$ cat src/design/slcd_pkg.sv
// Shared types, codes and glyph tables for the segment LCD scan driver.
`default_nettype none

package slcd_pkg;

  localparam int SEG_PINS    = 6;
  localparam int COMMONS     = 4;
  localparam int WORD_W      = 4;
  localparam int DIGIT_WORDS = 6;

  typedef enum logic [2:0] {
    KIND_REFRESH    = 3'd0,
    KIND_MASKED     = 3'd1,
    KIND_DIGITS     = 3'd2,
    KIND_DIGITS_ALT = 3'd3,
    KIND_FILL       = 3'd4
  } kind_t;

  typedef logic [WORD_W-1:0] word_t;

  typedef struct packed {
    logic [2:0] kind;
    logic [2:0] phase;
    logic [2:0] seg_index;
    logic [7:0] bit_mask;
    logic [7:0] write_value;
    logic [3:0] digit_hundreds;
    logic [3:0] digit_tens;
    logic [3:0] digit_ones;
  } item_t;

  typedef struct packed {
    logic [COMMONS-1:0]  common_level;
    logic [COMMONS-1:0]  common_bias_enable;
    logic [SEG_PINS-1:0] segment_level;
  } frame_t;

  function automatic word_t glyph_lo(input logic [3:0] code);
    word_t w;
    case (code)
      4'd0:    w = 4'hA;
      4'd2:    w = 4'hC;
      4'd3:    w = 4'h4;
      4'd4:    w = 4'h6;
      4'd5:    w = 4'h6;
      4'd6:    w = 4'hE;
      4'd8:    w = 4'hE;
      4'd9:    w = 4'h6;
      4'd11:   w = 4'h4;
      default: w = 4'h0;
    endcase
    return w;
  endfunction

  function automatic word_t glyph_hi(input logic [3:0] code);
    word_t w;
    case (code)
      4'd0:    w = 4'hF;
      4'd1:    w = 4'h6;
      4'd2:    w = 4'hB;
      4'd3:    w = 4'hF;
      4'd4:    w = 4'h6;
      4'd5:    w = 4'hD;
      4'd6:    w = 4'hD;
      4'd7:    w = 4'h7;
      4'd8:    w = 4'hF;
      4'd9:    w = 4'hF;
      default: w = 4'h0;
    endcase
    return w;
  endfunction

  function automatic word_t glyph_lo_alt(input logic [3:0] code);
    word_t w;
    case (code)
      4'd0:    w = 4'hB;
      4'd1:    w = 4'h1;
      4'd2:    w = 4'hD;
      4'd3:    w = 4'h5;
      4'd4:    w = 4'h7;
      4'd5:    w = 4'h7;
      4'd6:    w = 4'hF;
      4'd7:    w = 4'h1;
      4'd8:    w = 4'hF;
      4'd9:    w = 4'h7;
      4'd10:   w = 4'h1;
      4'd11:   w = 4'h5;
      default: w = 4'h0;
    endcase
    return w;
  endfunction

endpackage

`default_nettype wire

$ cat src/design/slcd_cmd_if.sv
// Command channel: refresh and store write items.
`default_nettype none

interface slcd_cmd_if;
  logic       valid;
  logic       ready;
  logic [2:0] kind;
  logic [2:0] phase;
  logic [2:0] seg_index;
  logic [7:0] bit_mask;
  logic [7:0] write_value;
  logic [3:0] digit_hundreds;
  logic [3:0] digit_tens;
  logic [3:0] digit_ones;

  modport source (
    output valid, kind, phase, seg_index, bit_mask, write_value,
           digit_hundreds, digit_tens, digit_ones,
    input  ready
  );

  modport sink (
    input  valid, kind, phase, seg_index, bit_mask, write_value,
           digit_hundreds, digit_tens, digit_ones,
    output ready
  );
endinterface

`default_nettype wire

$ cat src/design/slcd_frame_if.sv
// Frame channel: common and segment pin levels for one refresh phase.
`default_nettype none

interface slcd_frame_if;
  logic       valid;
  logic       ready;
  logic [3:0] common_level;
  logic [3:0] common_bias_enable;
  logic [5:0] segment_level;

  modport source (
    output valid, common_level, common_bias_enable, segment_level,
    input  ready
  );

  modport sink (
    input  valid, common_level, common_bias_enable, segment_level,
    output ready
  );
endinterface

`default_nettype wire

$ cat src/design/slcd_store.sv
// Segment store: masked, digit and fill writes into the word registers.
`default_nettype none

module slcd_store
  import slcd_pkg::*;
#(
  parameter int NUM_SEGMENTS = 6
) (
  input  wire logic  clk,
  input  wire logic  rst,
  input  wire logic  wr_en,
  input  wire item_t item,
  output word_t      words [NUM_SEGMENTS]
);

  word_t digit_words [DIGIT_WORDS];

  always_comb begin
    digit_words[0] = glyph_lo(item.digit_hundreds);
    digit_words[1] = glyph_hi(item.digit_hundreds);
    digit_words[2] = (item.kind == KIND_DIGITS_ALT) ? glyph_lo_alt(item.digit_tens)
                                                    : glyph_lo(item.digit_tens);
    digit_words[3] = glyph_hi(item.digit_tens);
    digit_words[4] = (item.kind == KIND_DIGITS_ALT) ? glyph_lo_alt(item.digit_ones)
                                                    : glyph_lo(item.digit_ones);
    digit_words[5] = glyph_hi(item.digit_ones);
  end

  for (genvar j = 0; j < NUM_SEGMENTS; j++) begin : g_word
    logic  idx_hit;
    word_t digit_val;
    logic  digit_ok;
    word_t word_next;

    // seg_index is three bits wide, so words above seven are never addressed
    if (j < 8) begin : g_idx
      assign idx_hit = (item.seg_index == 3'(j));
    end else begin : g_noidx
      assign idx_hit = 1'b0;
    end

    if (j < DIGIT_WORDS) begin : g_dig
      assign digit_val = digit_words[j];
      assign digit_ok  = 1'b1;
    end else begin : g_nodig
      assign digit_val = '0;
      assign digit_ok  = 1'b0;
    end

    always_comb begin
      word_next = words[j];
      case (item.kind)
        KIND_MASKED: begin
          if (idx_hit) begin
            word_next = (words[j] & ~item.bit_mask[WORD_W-1:0]) |
                        (item.write_value[WORD_W-1:0] & item.bit_mask[WORD_W-1:0]);
          end
        end
        KIND_DIGITS, KIND_DIGITS_ALT: begin
          if (digit_ok) begin
            word_next = digit_val;
          end
        end
        KIND_FILL: word_next = item.write_value[WORD_W-1:0];
        default:   word_next = words[j];
      endcase
    end

    always_ff @(posedge clk) begin
      if (rst) begin
        words[j] <= '0;
      end else if (wr_en) begin
        words[j] <= word_next;
      end
    end
  end

endmodule

`default_nettype wire

$ cat src/design/slcd_refresh.sv
// Refresh decode: common levels, bias enables and segment levels for a phase.
`default_nettype none

module slcd_refresh
  import slcd_pkg::*;
#(
  parameter int NUM_SEGMENTS = 6
) (
  input  wire word_t      words [NUM_SEGMENTS],
  input  wire logic [2:0] phase,
  output frame_t          frame
);

  logic [1:0]          sel;
  logic [COMMONS-1:0]  onehot;
  logic [SEG_PINS-1:0] raw;

  assign sel    = phase[1:0];
  assign onehot = COMMONS'(1) << sel;

  // pins with no store word read as off
  for (genvar j = 0; j < SEG_PINS; j++) begin : g_pin
    if (j < NUM_SEGMENTS) begin : g_word
      assign raw[j] = words[j][sel];
    end else begin : g_none
      assign raw[j] = 1'b0;
    end
  end

  // upper half of the cycle: all commons high, segments inverted
  assign frame.common_level       = phase[2] ? {COMMONS{1'b1}} : ~onehot;
  assign frame.common_bias_enable = ~onehot;
  assign frame.segment_level      = raw ^ {SEG_PINS{phase[2]}};

endmodule

`default_nettype wire

$ cat src/design/segment_lcd_scan_driver.sv
// A refresh transaction's frame reaches the outputs through the input register and then the frame register.
// Throughput: one transaction per cycle; while a stalled sink holds the frame register,
// a refresh waits in the input register and the input waits behind it.
// Each transaction passes an input register, then the store/decode logic.
// Reset (synchronous, active high) empties both registers and clears the store.
`default_nettype none

module segment_lcd_scan_driver
  import slcd_pkg::*;
#(
  parameter int NUM_SEGMENTS = 6
) (
  input  wire logic    clk,
  input  wire logic    rst,
  slcd_cmd_if.sink     cmd,
  slcd_frame_if.source frame
);

  logic   stage_valid;
  item_t  stage;
  logic   stage_refresh;
  logic   frame_free;
  logic   advance;
  word_t  words [NUM_SEGMENTS];
  frame_t frame_next;
  frame_t frame_reg;
  logic   frame_valid;

  assign stage_refresh = (stage.kind == KIND_REFRESH);
  assign frame_free    = !frame_valid || frame.ready;
  assign advance       = stage_valid && (!stage_refresh || frame_free);
  assign cmd.ready     = !stage_valid || advance;

  always_ff @(posedge clk) begin
    if (rst) begin
      stage_valid <= 1'b0;
    end else if (cmd.ready) begin
      stage_valid <= cmd.valid;
    end
  end

  always_ff @(posedge clk) begin
    if (cmd.ready && cmd.valid) begin
      stage.kind           <= cmd.kind;
      stage.phase          <= cmd.phase;
      stage.seg_index      <= cmd.seg_index;
      stage.bit_mask       <= cmd.bit_mask;
      stage.write_value    <= cmd.write_value;
      stage.digit_hundreds <= cmd.digit_hundreds;
      stage.digit_tens     <= cmd.digit_tens;
      stage.digit_ones     <= cmd.digit_ones;
    end
  end

  slcd_store #(
    .NUM_SEGMENTS(NUM_SEGMENTS)
  ) u_store (
    .clk  (clk),
    .rst  (rst),
    .wr_en(advance),
    .item (stage),
    .words(words)
  );

  slcd_refresh #(
    .NUM_SEGMENTS(NUM_SEGMENTS)
  ) u_refresh (
    .words(words),
    .phase(stage.phase),
    .frame(frame_next)
  );

  always_ff @(posedge clk) begin
    if (rst) begin
      frame_valid <= 1'b0;
    end else if (frame_free) begin
      frame_valid <= stage_valid && stage_refresh;
    end
  end

  // hold the frame while the sink stalls
  always_ff @(posedge clk) begin
    if (frame_free && stage_valid && stage_refresh) begin
      frame_reg <= frame_next;
    end
  end

  assign frame.valid              = frame_valid;
  assign frame.common_level       = frame_reg.common_level;
  assign frame.common_bias_enable = frame_reg.common_bias_enable;
  assign frame.segment_level      = frame_reg.segment_level;

endmodule

`default_nettype wire

$ cat src/flat_wrapper.sv
// flat-port wrapper written by rule: the top's interface ports become plain ports
module segment_lcd_scan_driver_flat import slcd_pkg::*;
#(
  parameter int NUM_SEGMENTS = 6
)
  (clk, rst, cmd_valid, cmd_kind, cmd_phase, cmd_seg_index, cmd_bit_mask, cmd_write_value, cmd_digit_hundreds, cmd_digit_tens, cmd_digit_ones, cmd_ready, frame_valid, frame_common_level, frame_common_bias_enable, frame_segment_level, frame_ready);
  slcd_cmd_if cmd_i ();
  slcd_frame_if frame_i ();
  input  wire logic clk;
  input  wire logic rst;
  input wire logic [$bits(cmd_i.valid)-1:0] cmd_valid;
  input wire logic [$bits(cmd_i.kind)-1:0] cmd_kind;
  input wire logic [$bits(cmd_i.phase)-1:0] cmd_phase;
  input wire logic [$bits(cmd_i.seg_index)-1:0] cmd_seg_index;
  input wire logic [$bits(cmd_i.bit_mask)-1:0] cmd_bit_mask;
  input wire logic [$bits(cmd_i.write_value)-1:0] cmd_write_value;
  input wire logic [$bits(cmd_i.digit_hundreds)-1:0] cmd_digit_hundreds;
  input wire logic [$bits(cmd_i.digit_tens)-1:0] cmd_digit_tens;
  input wire logic [$bits(cmd_i.digit_ones)-1:0] cmd_digit_ones;
  output wire logic [$bits(cmd_i.ready)-1:0] cmd_ready;
  output wire logic [$bits(frame_i.valid)-1:0] frame_valid;
  output wire logic [$bits(frame_i.common_level)-1:0] frame_common_level;
  output wire logic [$bits(frame_i.common_bias_enable)-1:0] frame_common_bias_enable;
  output wire logic [$bits(frame_i.segment_level)-1:0] frame_segment_level;
  input wire logic [$bits(frame_i.ready)-1:0] frame_ready;
  assign cmd_i.valid = cmd_valid;
  assign cmd_i.kind = cmd_kind;
  assign cmd_i.phase = cmd_phase;
  assign cmd_i.seg_index = cmd_seg_index;
  assign cmd_i.bit_mask = cmd_bit_mask;
  assign cmd_i.write_value = cmd_write_value;
  assign cmd_i.digit_hundreds = cmd_digit_hundreds;
  assign cmd_i.digit_tens = cmd_digit_tens;
  assign cmd_i.digit_ones = cmd_digit_ones;
  assign cmd_ready = cmd_i.ready;
  assign frame_valid = frame_i.valid;
  assign frame_common_level = frame_i.common_level;
  assign frame_common_bias_enable = frame_i.common_bias_enable;
  assign frame_segment_level = frame_i.segment_level;
  assign frame_i.ready = frame_ready;
  segment_lcd_scan_driver #(.NUM_SEGMENTS(NUM_SEGMENTS)) u_core (.clk(clk), .rst(rst), .cmd(cmd_i), .frame(frame_i));
endmodule
$ cat config.mk
export PLATFORM = sky130hd
export DESIGN_NAME = segment_lcd_scan_driver_flat
export DESIGN_NICKNAME = d
export VERILOG_FILES = /design/src/design/slcd_pkg.sv /design/src/design/slcd_cmd_if.sv /design/src/design/slcd_frame_if.sv /design/src/design/slcd_store.sv /design/src/design/slcd_refresh.sv /design/src/design/segment_lcd_scan_driver.sv /design/src/flat_wrapper.sv
export SDC_FILE = /design/constraint.sdc
export NUM_CORES = 1
export LEC_CHECK = 0
export ABC_AREA = 1
export BUFFER_PORTS_ARGS = -buffer_cell sky130_fd_sc_hd__buf_2
export CORE_MARGIN = 1.5
export CORE_UTILIZATION = 45
export DETAILED_ROUTE_END_ITERATION = 10
export SYNTH_ARGS = -nofsm -noshare
export SYNTH_HDL_FRONTEND = slang
export SYNTH_HIERARCHICAL = 1
export SYNTH_SLANG_ARGS = --single-unit
$ cat constraint.sdc
create_clock -name clk -period 3.61 [get_ports clk]
set_clock_uncertainty 0.1 [all_clocks]
set_input_delay 0.722 -clock clk [delete_from_list [all_inputs] [get_ports clk]]
set_output_delay 0.722 -clock clk [all_outputs]
set_load 0.005 [all_outputs]
==> results.txt, run 1 <==
status: finished clean
Critical Path RT: 2.79 ns
pwr dens: 402 mW/mm²
wire length reported by the detailed router: 7.96 mm
post-layout util: 52.8%
final cycle utilization of the critical path: 61.2%
HP Class: flip-flop to flip-flop
Switch Pwr: 454 µW
IO Count: 57
post-cts resize count: 0
Rows: 33
Clock Latency Late Sink: 0.35 ns
# clock sinks: 69
Crit. End Element: output port
largest net degree at the start of global routing: 27
# setup viols final: 0
Reg clk slew, reported paths: 0.07 ns
Fmax: 453 MHz
Place WS: 1.39 ns
Starting Density: 46.8%
average size of a mapped cell: 7.86 µm²
placed insts: 637
worst slew pin tran: 1.10 ns
Rel. slew slack: 26.4%
Max Root-Sink Buffers: 2
clock network fraction of total power: 36.7%
Syn Std Cell Area: 0.00386 mm²
# diodes: 0
Vias: 3161
Mapped Cells: 492
DR iter-0 viols: 206
Setup WS post-layout: 1.40 ns
Routed Antenna Nets: 0
Die Y-Extent: 95.7 µm
Final Hold Fails: 0
setup repair after global routing missed its margin: false
H-Tree Level Count: 3
worst vdd ir: 236 µV
vias per std cell: 4.84
GRT Overall Usage: 19.2%
Die ar.: 0.00915 mm²
Die Span X: 95.7 µm
Internal: 1300 µW
FF-to-FF setup slack: 1.42 ns
Logic pwr share: 11.9%
detailed placement HPWL: 5.75 mm
post-layout min period: 2.21 ns
initial antenna violation count: 0
hold_buf cts: 0
vias in the first global route: 2855
CP arrival: 1.39 ns
layout cells sized above 1: 19.2%
first-pass GRT wire length: 13.3 mm
max-cap violations: 0
non-filler cells in the finished layout: 653
Crit Path Category: flip-flop to output port
fin. max-slew vios: 0
CTS buffer count: 9
Area Growth Syn to Fin: 12.9%
DRC viols: 0
CTS tree: yes
Post-CTS Setup Inserts: 0
Post-Syn Nets: 548
Flop pwr share: 51.5%
drt pass-1 iters: 4
setup total negative slack: 0 ns
Port Buffers: 48
Filler cells: 828
YS warnings: 6
dpl cell area: 0.00417 mm²
Design Area, Final: 0.00436 mm²
GRT overflow: 0
gp weighted congestion: 0.859
static leakage: 0.00212 µW
Final nets: 599
Sw Ratio: 25.9%
core footprint: 0.00826 mm²
Setup crit start kind: flip-flop
CTS Root Buffer Type: clkbuf_8
Max FO, Critical Path: 4
routed len/inst: 12.2 µm
## critical path: stages, from the launching register on
cell and delay, ns:
edfxtp_1 0.50, nor2_2 0.25, nand4_2 0.14, buf_2 0.15
## through the flow
step	power (µW)	hold WS [ns]
final	1760	0.416
after global routing	1840	0.424
after CTS	1770	0.415
after detailed placement	1130	0.401
after global placement	1120	0.400
after floorplan	1070	0.389
## cell type report
class	instances	area [µm²]	share of cell area (%)
Clock buffer	14	163	3.73
Sequential cell	69	1810	41.5
Multi-Input combinational cell	352	1730	39.6
Tap cell	105	131	3.01
Inverter	61	239	5.48
Clock inverter	2	33.8	0.774
Timing Repair Buffer	50	255	5.85
## cells in the final DEF (no fill, tap or decap), drive strengths merged, types with 14 or more instances in the layout
cell type,n
nand2,186
nor2,62
inv,61
buf,50
edfxtp,43
nand3,30
dfxtp,26
nand4,25
o21ai,18
ha,15
clkbuf,14
## path summary, 6_finish.rpt
check / end / depth (start not counted) / from
worst min register to register: flip-flop / 4 / flip-flop
worst min-delay path: flip-flop / 4 / flip-flop
worst max register to register: u_core/frame.segment_level[0] / 3 / u_core/stage[36]
worst max-delay path: cmd_ready / 3 / u_core/stage[36]
## per-layer routing
metal,part of all wire (%),track usage [%],vias to the layer above
li1,-,-,1687
met1,49,26.3,1373
met2,44,29.2,84
met3,4.6,4.07,17
met4,2.3,8.33,0
met5,0,0,-
## power groups by stage
stage	registers (µW)	clock network, µW	logic (µW)
global placement	921	0	203
floorplan	912	0	161
detailed placement	922	0	206
CTS	904	662	208
global route	909	698	237
finish	904	644	208
Note: power is estimated with default switching activity, not from simulation.
==> inputs of run 2 (changes only) <==
==> constraint.sdc (replaced) <==
create_clock -name clk -period 2.2 [get_ports clk]
set_clock_uncertainty 0.1 [all_clocks]
set_input_delay 0.44 -clock clk [delete_from_list [all_inputs] [get_ports clk]]
set_output_delay 0.44 -clock clk [all_outputs]
set_load 0.005 [all_outputs]
==> run 2 against run 1 <==
Via count fell by 1.4%; die area is the same; final area increased by 2.2%; utilization increased by 1.2 points; critical path depth stayed put; setup slack worse by 1.1 ns; power increased by 83%; critical endpoint unchanged; highest routed layer unchanged.
==> results.txt, run 2 (synthesis gave the netlist of run 1 again) <==
Max Root-Sink Buffers: 2 (unchanged)
Starting Density: 46.8% (unchanged)
Setup WS post-layout: 0.308 ns (-1.09 ns)
Filler cells: 832 (+0.48%)
Post-CTS Setup Inserts: 0 (unchanged)
core footprint: 0.00826 mm² (unchanged)
Setup crit start kind: flip-flop
Place WS: 0.437 ns (-0.952 ns)
gp weighted congestion: 0.893 (+4.0%)
WHS: 0.171 ns (-0.245 ns)
drt pass-1 iters: 5 (+1)
vias in the first global route: 3008 (+5.4%)
CTS buffer count: 9 (unchanged)
Clock Latency Late Sink: 0.34 ns (about the same)
fin. max-slew vios: 0 (unchanged)
Max FO, Critical Path: 4 (unchanged)
Vias: 3117 (-1.4%)
post-layout util: 54.0% (+1.2 points)
GRT overflow: 0 (unchanged)
post-cts resize count: 0 (unchanged)
most frequent cells in the layout: nand2_1 (171), inv_1 (57), nor2_1 (50)
Die Span X: 95.7 µm (unchanged)
worst vdd ir: 504 µV (+110%)
commonest non-fill, non-tap cell in the layout: nand2_1
pwr dens: 720 mW/mm² (+79%)
largest net degree at the start of global routing: 30 (+11%)
GRT Overall Usage: 19.6% (+0.42 points)
# setup viols final: 0 (unchanged)
static leakage: 0.00217 µW (+2.5%)
DRC viols: 0 (unchanged)
Reg clk slew, reported paths: 0.08 ns (about the same)
Crit. End Element: output port
HP Class: input port to flip-flop
dpl cell area: 0.00419 mm² (+0.54%)
status: finished clean
setup repair after global routing missed its margin: false
vias per std cell: 4.75 (-1.8%)
setup total negative slack: 0 ns (unchanged)
H-Tree Level Count: 3 (unchanged)
routed len/inst: 12.1 µm (-0.90%)
Area Growth Syn to Fin: 15.4%
Die ar.: 0.00915 mm² (unchanged)
max-cap violations: 0 (unchanged)
Final nets: 602 (+0.50%)
Rel. slew slack: 65.1% (+39 points)
wire length reported by the detailed router: 7.92 mm (-0.44%)
post-layout min period: 1.89 ns
CP arrival: 1.35 ns (-0.04 ns)
DR iter-0 viols: 137 (-33%)
Crit Path Category: flip-flop to output port
first-pass GRT wire length: 13.8 mm (+3.9%)
Critical Path RT: 1.66 ns (-1.13 ns)
Fmax: 528 MHz
hold_buf cts: 0 (unchanged)
# clock sinks: 69 (unchanged)
Routed Antenna Nets: 0 (unchanged)
worst slew pin tran: 0.523 ns (-0.576 ns)
Port Buffers: 48 (unchanged)
final cycle utilization of the critical path: 86.0%
IO Count: 57 (unchanged)
layout cells sized above 1: 20.3% (+1.2 points)
# diodes: 0 (unchanged)
CTS Root Buffer Type: clkbuf_8
initial antenna violation count: 0 (unchanged)
detailed placement HPWL: 5.79 mm (+0.72%)
Die Y-Extent: 95.7 µm (unchanged)
Final Hold Fails: 0 (unchanged)
Rows: 33 (unchanged)
Design Area, Final: 0.00446 mm² (+2.2%)
CTS tree: yes
[run 2: path summary, 6_finish.rpt]
path                startpoint  cells past startpoint               to  slack, ns
max           u_core/stage[36]                      3        cmd_ready       0.31
min          cmd_digit_tens[3]                      1  u_core/stage[7]       0.17
max reg2reg   u_core/stage[36]                      9        flip-flop       0.38
min reg2reg          flip-flop                      4        flip-flop       0.42
[run 2: power by group]
part / internal [µW] / switching [µW] / leakage (µW)
clock network: 899 / 488 / 0.000136
logic: 119 / 227 / 0.00142
registers: 1430 / 46.8 / 0.000620
[run 2: routing by layer]
| metal | up-vias | GRT usage, % | part of all wire (%) |
|---|---|---|---|
| li1 | 1687 | - | - |
| met1 | 1362 | 25.0 | 48 |
| met2 | 64 | 33.5 | 48 |
| met3 | 4 | 3.35 | 3.8 |
| met4 | 0 | 6.62 | 0.59 |
| met5 | - | 0 | 0 |
[run 2: stage by stage]
| stage | power [µW] | std cells |
|---|---|---|
| 6_report | 3210 | 656 |
| 3_3_place_gp | 1850 | 640 |
| 2_1_floorplan | 1760 | 492 |
| 3_5_place_dp | 1850 | 640 |
| 4_1_cts | 3250 | 656 |
| 5_1_grt | 3350 | 656 |
[run 2: cell type report]
class,instances,area [µm²],area share [%]
flip-flops and latches,69,1810,40.6
multi-input cells,352,1730,38.8
repair buffers,53,278,6.23
inverters,61,239,5.36
clock buffers,10,138,3.09
clock inverters,6,134,3.00
well taps,105,131,2.95
[run 2: critical path: stages, from the launching register on]
cell and delay [ns]:
edfxtp_1 0.51, nor2_2 0.22, nand4_2 0.14, buf_2 0.15
==> inputs of run 3 (changes only) <==
--- a/config.mk
+++ b/config.mk
@@ -7,9 +7,12 @@
 export LEC_CHECK = 0
 export ABC_AREA = 1
 export BUFFER_PORTS_ARGS = -buffer_cell sky130_fd_sc_hd__buf_2
+export CELL_PAD_IN_SITES_DETAIL_PLACEMENT = 1
+export CELL_PAD_IN_SITES_GLOBAL_PLACEMENT = 1
 export CORE_MARGIN = 1.5
-export CORE_UTILIZATION = 45
+export CORE_UTILIZATION = 42
 export DETAILED_ROUTE_END_ITERATION = 10
+export PLACE_DENSITY_LB_ADDON = 0.1
 export SYNTH_ARGS = -nofsm -noshare
 export SYNTH_HDL_FRONTEND = slang
 export SYNTH_HIERARCHICAL = 1
==> run 3 against run 2 <==
Highest routed layer unchanged; die area is 6.9% higher; sequential power about the same; clock power down 27%; hold slack got worse by 0.012 ns; the run now ends with DRC left; register-to-register slack got worse by 0.21 ns; final cell count increased by 0.61%; setup slack worse by 0.13 ns; flip-flop and latch count stayed put; final area fell by 1.4%; non-clock buffer count is 1 higher.
==> results.txt, run 3 (synthesis gave the netlist of run 1 again) <==
GRT overflow: 0 (unchanged)
pwr dens: 652 mW/mm² (-9.5%)
post-layout min period: 2.03 ns (+0.135 ns)
hold_buf cts: 0 (unchanged)
drt pass-1 iters: 7 (+2)
# clock sinks: 69 (unchanged)
post-layout util: 49.9% (-4.1 points)
post-cts resize count: 0 (unchanged)
routed len/inst: 13.9 µm (+15%)
Critical Path RT: 2.06 ns (+0.40 ns)
gp weighted congestion: 0.801 (-10%)
Reg clk slew, reported paths: 0.08 ns (about the same)
Rows: 34 (+3.0%)
setup total negative slack: 0 ns (unchanged)
# diodes: 0 (unchanged)
Final nets: 603 (+0.17%)
Flop pwr share: 51.7% (+5.6 points)
Die Span X: 98.9 µm (+3.4%)
Logic pwr share: 12.7% (+1.9 points)
failing checks: DRC
# setup viols final: 0 (unchanged)
Final Hold Fails: 0 (unchanged)
Die ar.: 0.00979 mm² (+6.9%)
initial antenna violation count: 0 (unchanged)
wire length reported by the detailed router: 9.15 mm (+15%)
CTS buffer count: 9 (unchanged)
Filler cells: 1093 (+31%)
Area Growth Syn to Fin: 13.8%
most frequent cells in the layout: nand2_1 (171), inv_1 (57), nor2_1 (50)
Vias: 3233 (+3.7%)
final cycle utilization of the critical path: 92.1% (+6.1 points)
Internal: 2070 µW (-15%)
worst vdd ir: 345 µV (-32%)
fin. max-slew vios: 0 (unchanged)
Port Buffers: 48 (unchanged)
Starting Density: 43.9% (-2.9 points)
commonest non-fill, non-tap cell in the layout: nand2_1
Switch Pwr: 793 µW (+4.1%)
max-cap violations: 0 (unchanged)
Storage cell area: 0.00181 mm² (unchanged)
worst slew pin tran: 1.00 ns (+0.477 ns)
Sw Ratio: 27.7% (+4.0 points)
static leakage: 0.00215 µW (-1.2%)
Multi-input gate area: 0.00174 mm² (+0.43%)
Fmax: 493 MHz (-6.7%)
clock network fraction of total power: 35.7% (-7.5 points)
Post-CTS Setup Inserts: 0 (unchanged)
HP Class: input port to flip-flop
DRC viols: 4 (+4)
CTS Root Buffer Type: clkbuf_8
first-pass GRT wire length: 15.5 mm (+13%)
layout cells sized above 1: 20.5% (+0.14 points)
largest net degree at the start of global routing: 30 (unchanged)
Routed Antenna Nets: 0 (unchanged)
Crit. End Element: flip-flop
status: finished with violations
vias per std cell: 4.90 (+3.1%)
CP arrival: 1.89 ns (+0.54 ns)
setup repair after global routing missed its margin: false
Crit Path Category: flip-flop to flip-flop
H-Tree Level Count: 3 (unchanged)
Max Root-Sink Buffers: 2 (unchanged)
Die Y-Extent: 98.9 µm (+3.4%)
GRT Overall Usage: 20.0% (+0.39 points)
Max FO, Critical Path: 29 (+25)
core footprint: 0.00881 mm² (+6.6%)
IO Count: 57 (unchanged)
CTS tree: yes
Rel. slew slack: 33.1% (-32 points)
vias in the first global route: 3278 (+9.0%)
DR iter-0 viols: 104 (-24%)
detailed placement HPWL: 6.87 mm (+19%)
Clock Latency Late Sink: 0.35 ns (about the same)
Setup crit start kind: flip-flop
[run 3: cell count changes in the layout (fill, tap and decap cells not counted)]
| cell | before | now |
|---|---|---|
| inv_4 | 0 | 1 |
| bufinv_16 | 4 | 1 |
| a21oi_4 | 0 | 1 |
| clkinv_2 | 1 | 4 |
| clkbuf_8 | 10 | 9 |
| a21oi_2 | 3 | 2 |
| buf_4 | 5 | 6 |
[run 3: power by group through the flow]
stage	registers, µW	logic [µW]	clock network (µW)
after floorplan	1500	264	0
after global placement	1510	348	0
after detailed placement	1510	362	0
after CTS	1480	364	1050
after global routing	1490	417	1110
final	1480	363	1020
[run 3: final timing paths]
check,slack [ns],startpoint,cells after the start,to
worst max-delay path,0.17,u_core/stage[34],4,u_core/stage[2]
worst max register to register,0.17,u_core/stage[34],4,u_core/stage[2]
worst min-delay path,0.16,cmd_digit_hundreds[3],1,u_core/stage[11]
worst min register to register,0.43,flip-flop,4,flip-flop
[run 3: worst max-delay path, cell delays in order (launching register included)]
cell	delay, ns
edfxtp_1	0.46
inv_1	0.12
nand2_1	0.09
nor2_1	0.08
a21oi_4	0.78
[run 3: layout make-up]
| cell class | count | share of cell area (%) |
|---|---|---|
| timing repair buffer | 54 | 6.49 |
| sequential | 69 | 41.2 |
| tap | 108 | 3.07 |
| multi-input combinational | 352 | 39.5 |
| inverter | 61 | 5.44 |
| clock inverter | 7 | 1.48 |
| clock buffer | 9 | 2.82 |
[run 3: through the flow]
stage	setup slack, ns	area (µm²)	instances	hold WS [ns]	power, µW
5_1_grt	0.0416	4400	660	0.144	3010
3_5_place_dp	0.174	4210	644	0.415	1870
6_report	0.173	4400	660	0.159	2870
2_1_floorplan	0.174	3870	492	0.389	1760
3_3_place_gp	0.213	4210	644	0.397	1860
4_1_cts	0.160	4400	660	0.149	2900
[run 3: per-layer routing]
metal / global-route usage (%) / vias to the layer above / share of wire, %
met5: 0 / - / 0
met1: 25.0 / 1484 / 48
li1: - / 1687 / -
met3: 2.91 / 9 / 2.7
met2: 35.7 / 53 / 48
met4: 6.26 / 0 / 1.1
